<file path="config.mk">
export PLATFORM = sky130hd
export DESIGN_NAME = gha_ctrl
export DESIGN_NICKNAME = d
export VERILOG_FILES = /design/src/design/assert_macros.svh /design/src/design/gha_pkg.sv /design/src/design/gha_ctrl.sv
export SDC_FILE = /design/constraint.sdc
export NUM_CORES = 1
export LEC_CHECK = 0
export BUFFER_PORTS_ARGS = -buffer_cell sky130_fd_sc_hd__buf_2
export CAP_MARGIN = 20
export CORE_AREA = 5 5 42 44
export DETAILED_ROUTE_END_ITERATION = 7
export DIE_AREA = 0 0 47 49
export PLACE_DENSITY = 0.45
export SYNTH_ARGS = -nofsm -noshare
export SYNTH_HDL_FRONTEND = slang
export SYNTH_SLANG_ARGS = --single-unit
export TNS_END_PERCENT = 5
</file>
<file path="constraint.sdc">
create_clock -name clk -period 1.4 [get_ports clk]
set_input_delay 0.14 -clock clk [delete_from_list [all_inputs] [get_ports clk]]
set_output_delay 0.14 -clock clk [all_outputs]
set_load 0.02 [all_outputs]
</file>
<file path="src/design/assert_macros.svh">
// Assertion macros shared by the handle allocator RTL.
// Depends on nothing; included by the top level only.
`ifndef ASSERT_MACROS_SVH
`define ASSERT_MACROS_SVH

// Implication checked every cycle outside reset.
`define ASSERT_CLK(lbl, clk, rst, prop, msg) \
  lbl: assert property (@(posedge clk) disable iff (rst) prop) else $error(msg);

// Invariant on state, checked every cycle outside reset.
`define ASSERT_ALWAYS(lbl, clk, rst, expr, msg) \
  lbl: assert property (@(posedge clk) disable iff (rst) (expr)) else $error(msg);

`endif

</file>
<file path="src/design/gha_pkg.sv">
// Shared types and constants of the generational handle allocator.
// Used by gha_ctrl, gha_datapath and generational_handle_allocator_unit.
package gha_pkg;

  // Default slot count
  localparam int SLOTS_DEFAULT = 1024;

  // Field widths
  localparam int SLOT_FW  = 10;
  localparam int GEN_W    = 32;
  localparam int GROUP_W  = 8;
  localparam int PAGE_W   = 16;
  localparam int ROW_W    = 16;
  localparam int LOC_W    = GROUP_W + PAGE_W + ROW_W;
  localparam int STATUS_W = 2;
  localparam int DATA_W   = 88;

  // Request kinds
  localparam logic MODE_CREATE  = 1'b0;
  localparam logic MODE_DESTROY = 1'b1;

  // Result status codes
  localparam logic [STATUS_W-1:0] ST_OK   = 2'd0;
  localparam logic [STATUS_W-1:0] ST_FULL = 2'd1;
  localparam logic [STATUS_W-1:0] ST_BAD  = 2'd2;

  // First generation of a fresh slot
  localparam logic [GEN_W-1:0] GEN_FIRST = 32'd1;

  typedef enum logic [1:0] {
    S_IDLE,
    S_READ,
    S_GEN,
    S_FINISH
  } state_t;

  // Controller to datapath
  typedef struct packed {
    logic capture;   // latch the request
    logic read;      // read stack top, generation and location of handle
    logic gen_pop;   // read generation of the popped slot
    logic finish;    // update stores and load the result register
  } cmd_t;

  // Datapath to controller
  typedef struct packed {
    logic is_create;
    logic stack_nonempty;
    logic out_busy;
  } stat_t;

endpackage

</file>
<file path="src/design/gha_ctrl.sv">
// Request sequencer of the generational handle allocator.
// Depends on gha_pkg.
module gha_ctrl (
  input  logic           clk,
  input  logic           rst,
  input  logic           s_tvalid,
  output logic           s_tready,
  input  gha_pkg::stat_t stat,
  output gha_pkg::cmd_t  cmd
);

  gha_pkg::state_t state;
  gha_pkg::state_t state_next;

  // State register
  always_ff @(posedge clk) begin
    if (rst) begin
      state <= gha_pkg::S_IDLE;
    end else begin
      state <= state_next;
    end
  end

  // Next state
  always_comb begin
    state_next = state;
    unique case (state)
      gha_pkg::S_IDLE: begin
        if (s_tvalid) state_next = gha_pkg::S_READ;
      end
      gha_pkg::S_READ: begin
        // a reused slot needs its stored generation
        if (stat.is_create && stat.stack_nonempty) state_next = gha_pkg::S_GEN;
        else state_next = gha_pkg::S_FINISH;
      end
      gha_pkg::S_GEN: begin
        state_next = gha_pkg::S_FINISH;
      end
      gha_pkg::S_FINISH: begin
        if (!stat.out_busy) state_next = gha_pkg::S_IDLE;
      end
      default: state_next = gha_pkg::S_IDLE;
    endcase
  end

  // Outputs
  always_comb begin
    cmd      = '0;
    s_tready = 1'b0;
    unique case (state)
      gha_pkg::S_IDLE: begin
        s_tready    = 1'b1;
        cmd.capture = s_tvalid;
      end
      gha_pkg::S_READ:   cmd.read    = 1'b1;
      gha_pkg::S_GEN:    cmd.gen_pop = 1'b1;
      gha_pkg::S_FINISH: cmd.finish  = !stat.out_busy;
      default: ;
    endcase
  end

endmodule

</file>
Word level (Yosys, flattened, before mapping)

Cells that the tools add are included.

Reductions and logical operators: 4
Mux-type cells: 9
Eq/ne operators: 5

Operator list:

| cell                                                 | number |
|---|---|
| one-hot mux 2 bit (4 select lines)                   | 1 |
| 2-to-1 mux 1 bit                                     | 6 |
| equality test 2 bit (second input constant)          | 2 |
| 2-to-1 mux 2 bit                                     | 2 |
| inequality test 2 bit (second input constant)        | 2 |
| equality test 2 x 1 -> 1 bit (second input constant) | 1 |
| logical NOT 2 bit                                    | 1 |
| AND reduction 2 bit                                  | 1 |
| logical AND 1 bit                                    | 1 |
| logical NOT 1 bit                                    | 1 |

Register bits: 2
Input bits: 6
Logic and storage cells: 19
Output and inout bits: 5

Depth between registers and ports, before layout

Depth after elaboration: 3
Mapped depth: 5
Mapped depth without buffers: 5

Least setup slack after synthesis

Ideal clock, no wire load.

Kind: register -> register
From: register state[0]
To: register state[0]
Setup slack: 0.013 ns
Library setup time: 0.127 ns
Buffers on the path: 0
Required time: 1.273 ns
Stages on the path, launching flop included: 6
Period minus slack after synthesis: 1.387 ns
Arrival: 1.260 ns
Cell sequence: dfxtp_1 > inv_1 > ha_1 > mux2_1 > a21oi_1 > a311oi_1

Word-level cells in the longest chain between the ends: 3
Elaborated cells between the ends (all ways): 8
Those cells by class: 5 x eq/ne; 1 x mux; 2 x reduce/logical

Ends and longest elaborated chain:

| what                                                            | line           | RTL |
|---|---|---|
| start: declaration                                              | gha_ctrl.sv:12 | `gha_pkg::state_t state;` |
| start signal: assignment                                        | gha_ctrl.sv:18 | `state <= gha_pkg::S_IDLE;` |
| start signal: assignment                                        | gha_ctrl.sv:20 | `state <= state_next;` |
| equality test 2 bit / logical NOT 2 bit (equally long branches) | gha_ctrl.sv:27 | `unique case (state)` |
| inequality test 2 bit (no source line)                          | -              |  |
| AND reduction 2 bit (no source line)                            | -              |  |

Several ways; a longest one is shown, not always the timed one.
A chain may end at the register's enable or synchronous reset.

==> key figures <==
Worst setup path
  • Setup slack on the worst flop-to-flop path: 180 ps
  • Startpoint of the most critical setup path: state[0]
  • Category of the worst setup path capture point: output pin
  • Highest fanout seen on the critical path: 4
  • Sort of element at the start of the critical path: register
  • Capture instance of the worst register-to-register path: state[0]
  • Kind of critical path: register to output pin
  • Last element of the critical path: cmd[3]
  • Required @ worst endpoint: 1260 ps
  • Number of cells traversed by the worst register-to-register path: 5
  • Worst EP arrival: about 1200 ps
  • Launch instance of the worst register-to-register path: state[0]

Layout
  • Registers with the highest flip-flop counts: state: 2 flops
  • Register ranked first by flip-flop count: state
  • Most frequent standard cell in the layout excluding fill and tap cells: sky130_fd_sc_hd__buf_2
  • Number of antenna cells inserted: 0
  • Signed area change from the synthesized netlist to the final layout: 69.2%
  • Ratio of cells with drive above 1 in the final layout: 0.622
  • NumNets Final: 49
  • Max FFs per register: 2
  • Fill cell count: around 170
  • Most used cells in the layout excluding fill and tap cells: 9 x sky130_fd_sc_hd__buf_2, 3 x sky130_fd_sc_hd__ha_1, 3 x sky130_fd_sc_hd__clkbuf_4, 3 x sky130_fd_sc_hd__buf_4
  • End-of-flow core utilization: 0.221

Timing
  • # setup viols final: 0
  • Post-layout min period: 1330 ps
  • Max Freq: 0.750 GHz
  • Relative slew slack: 0.853
  • Final Hold Viols: 0
  • Period utilisation layout: 0.952
  • Crit path setup slack, layout: 66.7 ps
  • Final slew viol count: 0
  • Unrepaired setup endpoints after global routing: no
  • Setup TNS after final layout: 0 ps
  • Actual slew at the worst max-slew pin: 219 ps
  • Final clock skew: approximately 2.4 ps

Global route
  • Met2 GRT Util: 0.0769
  • First-pass GRT wire length: between 800 and 900 µm
  • Final global-route overflow total: 0
  • Pin count of the biggest net entering global routing: 5
  • Vias in the first global route: around 210
  • Most Used Layer, Global Route: met2
  • Number of antenna violations at the first check in global routing: 0
  • Global-route usage over all layers: 0.0513
  • Global Route met3 Usage: 0.0443
  • Met1 track utilization from global routing: 0.0459

Detailed routing
  • Vias per cell: ~3.7
  • Drt wl/cell: 8.32 µm
  • DR pass1 iterations: 3
  • Final Routed Wirelength: between 400 and 500 µm
  • First DRT Iteration DRCs: 5
  • Residual DRC count: 0
  • Remaining number of nets flagged by the antenna check after routing: 0
  • Vias: 197

Power and ir drop
  • P_int: 0.327 mW
  • Net Sw Frac: 0.398
  • Sequential fraction of design power: 0.172
  • Combinational Power Share: 0.596
  • Max IR drop VDD: 0.341 mV
  • Clock network power share: 0.232
  • Switch Pwr: 0.216 mW
  • Lkg Pwr: around 0.16 nW
  • Power per cell area: 1760 nW/µm²

Floorplanning
  • Die area: 2300 µm²
  • Core footprint: ~1400 µm²
  • IO Pins: 11
  • Starting Density: 0.130
  • # rows: 14
  • Vert. Die Dim: ~49 µm
  • Width of the die: roughly 47 µm

Run status
  • Outcome: complete, no violations

Hold path
  • Hold/Removal Path Class: primary input to register

Run
  • Max-cap violations: 0

Clock network
  • TritonCTS clock tree: done
  • Clock-pin slew on the worst setup and hold paths: 30 ps
  • Maximum clock path buffer count: 2
  • Clk_lat worst skew: 220 ps
  • Depth of the CTS H-tree: 1
  • TritonCTS buffer count: 3
  • CTS Root Buffer Type: sky130_fd_sc_hd__clkbuf_4
  • Clk sinks: 2

Synth
  • Sequential-to-total area share from yosys stat: 0.219
  • Number of register bits inferred by synthesis: 2
  • Post-synthesis cell count: 21
  • Proportion of netlist area held by the largest area contributor: 0.274
  • Syn avg cell area: between 8 and 9 µm²
  • Biggest area contributors in the synthesized netlist: sky130_fd_sc_hd__ha_1 27%, sky130_fd_sc_hd__dfxtp_1 22%, sky130_fd_sc_hd__mux2_1 6.2%, sky130_fd_sc_hd__nand2_4 6.2%, sky130_fd_sc_hd__a21oi_1 5.5%
  • Post-synth design cell area: 183 µm²
  • Number of warnings issued by yosys: 0
  • Synthesized netlist net count: 31
  • Leading area contributor after synthesis: sky130_fd_sc_hd__ha_1
  • Post-synthesis cell type count: 14

Placed design
  • Minimum setup slack after placement: between 90 and 100 ps
  • Port-buffer cells: 10
  • Global placer's final weighted congestion: 0.608
  • HPWL after DPL: 363 µm
==> area by class of cell <==
cell class	count	area [µm²]	share of cell area
multi-input combinational	17	138	0.445
sequential	2	42.5	0.138
clock buffer	3	22.5	0.0729
timing repair buffer	13	78.8	0.255
tap	16	20.0	0.0648
inverter	2	7.51	0.0243
==> power groups by stage <==
stage	sequential, mW	combinational [mW]	clock, mW
2_1_floorplan	0.0928	0.193	0
3_3_place_gp	0.0915	0.293	0
3_5_place_dp	0.0915	0.293	0
4_1_cts	0.0893	0.321	0.136
5_1_grt	0.0957	0.366	0.146
6_report	0.0931	0.324	0.126
==> synthesized netlist by cell type, drive strengths merged <==
library cell and number:
dfxtp 2, nand2 3, nor2b 1, nand3 1, a21o 1, a311oi 1, and2 1, inv 2
a21oi 2, ha 4, nand2b 1, nor2 1, mux2 1
==> cell families (layout without fill, tap and decap cells) <==
kind of cell / Yosys count / after routing / synth area share
AO/OA/AOI/OAI: 4 / 4 / 0.144
adder cells (fa/ha/maj): 4 / 4 / 0.274
buffers and inverters: 2 / 18 / 0.0411
flip-flops: 2 / 2 / 0.219
multiplexers: 1 / 1 / 0.0616
AND/OR/NAND/NOR: 8 / 8 / 0.260
==> stage by stage <==
stage / power [mW] / std cells / hold slack [ps] / area, µm²
2_1_floorplan: 0.286 / 21 / 209 / 183
6_report: 0.543 / 53 / 90.5 / 309
5_1_grt: 0.608 / 53 / 94.5 / 309
4_1_cts: 0.546 / 53 / 79.3 / 304
3_5_place_dp: 0.384 / 49 / 327 / 268
3_3_place_gp: 0.385 / 49 / 333 / 268
==> critical path, stage by stage, from the launching register on <==
cell,delay [ps]
sky130_fd_sc_hd__dfxtp_2,320
sky130_fd_sc_hd__inv_2,50
sky130_fd_sc_hd__ha_2,180
sky130_fd_sc_hd__buf_4,140
sky130_fd_sc_hd__and2_2,160
sky130_fd_sc_hd__buf_6,130
==> timing repair <==
action / 4_1_cts / 5_1_grt
hold buffers: 0 / 0
resized for setup: 4 / 3
setup endpoints to repair: 1 / 2
buffers inserted: 1 / 0
==> routing by layer <==
layer | vias to the layer above | wire [µm]
met4 | 0 | 0
met1 | 89 | 152
met3 | 0 | 44
met5 | - | 0
met2 | 5 | 244
li1 | 103 | -
==> worst min-delay path by stage <==
stage | startpoint | to | cells past startpoint
2_1_floorplan | rst | state[1] | 1
3_3_place_gp | rst | state[1] | 2
4_1_cts | rst | state[1] | 2
5_1_grt | rst | state[1] | 2
3_5_place_dp | rst | state[1] | 2
6_report | rst | state[1] | 2
Power figures use the tool's default switching activity.
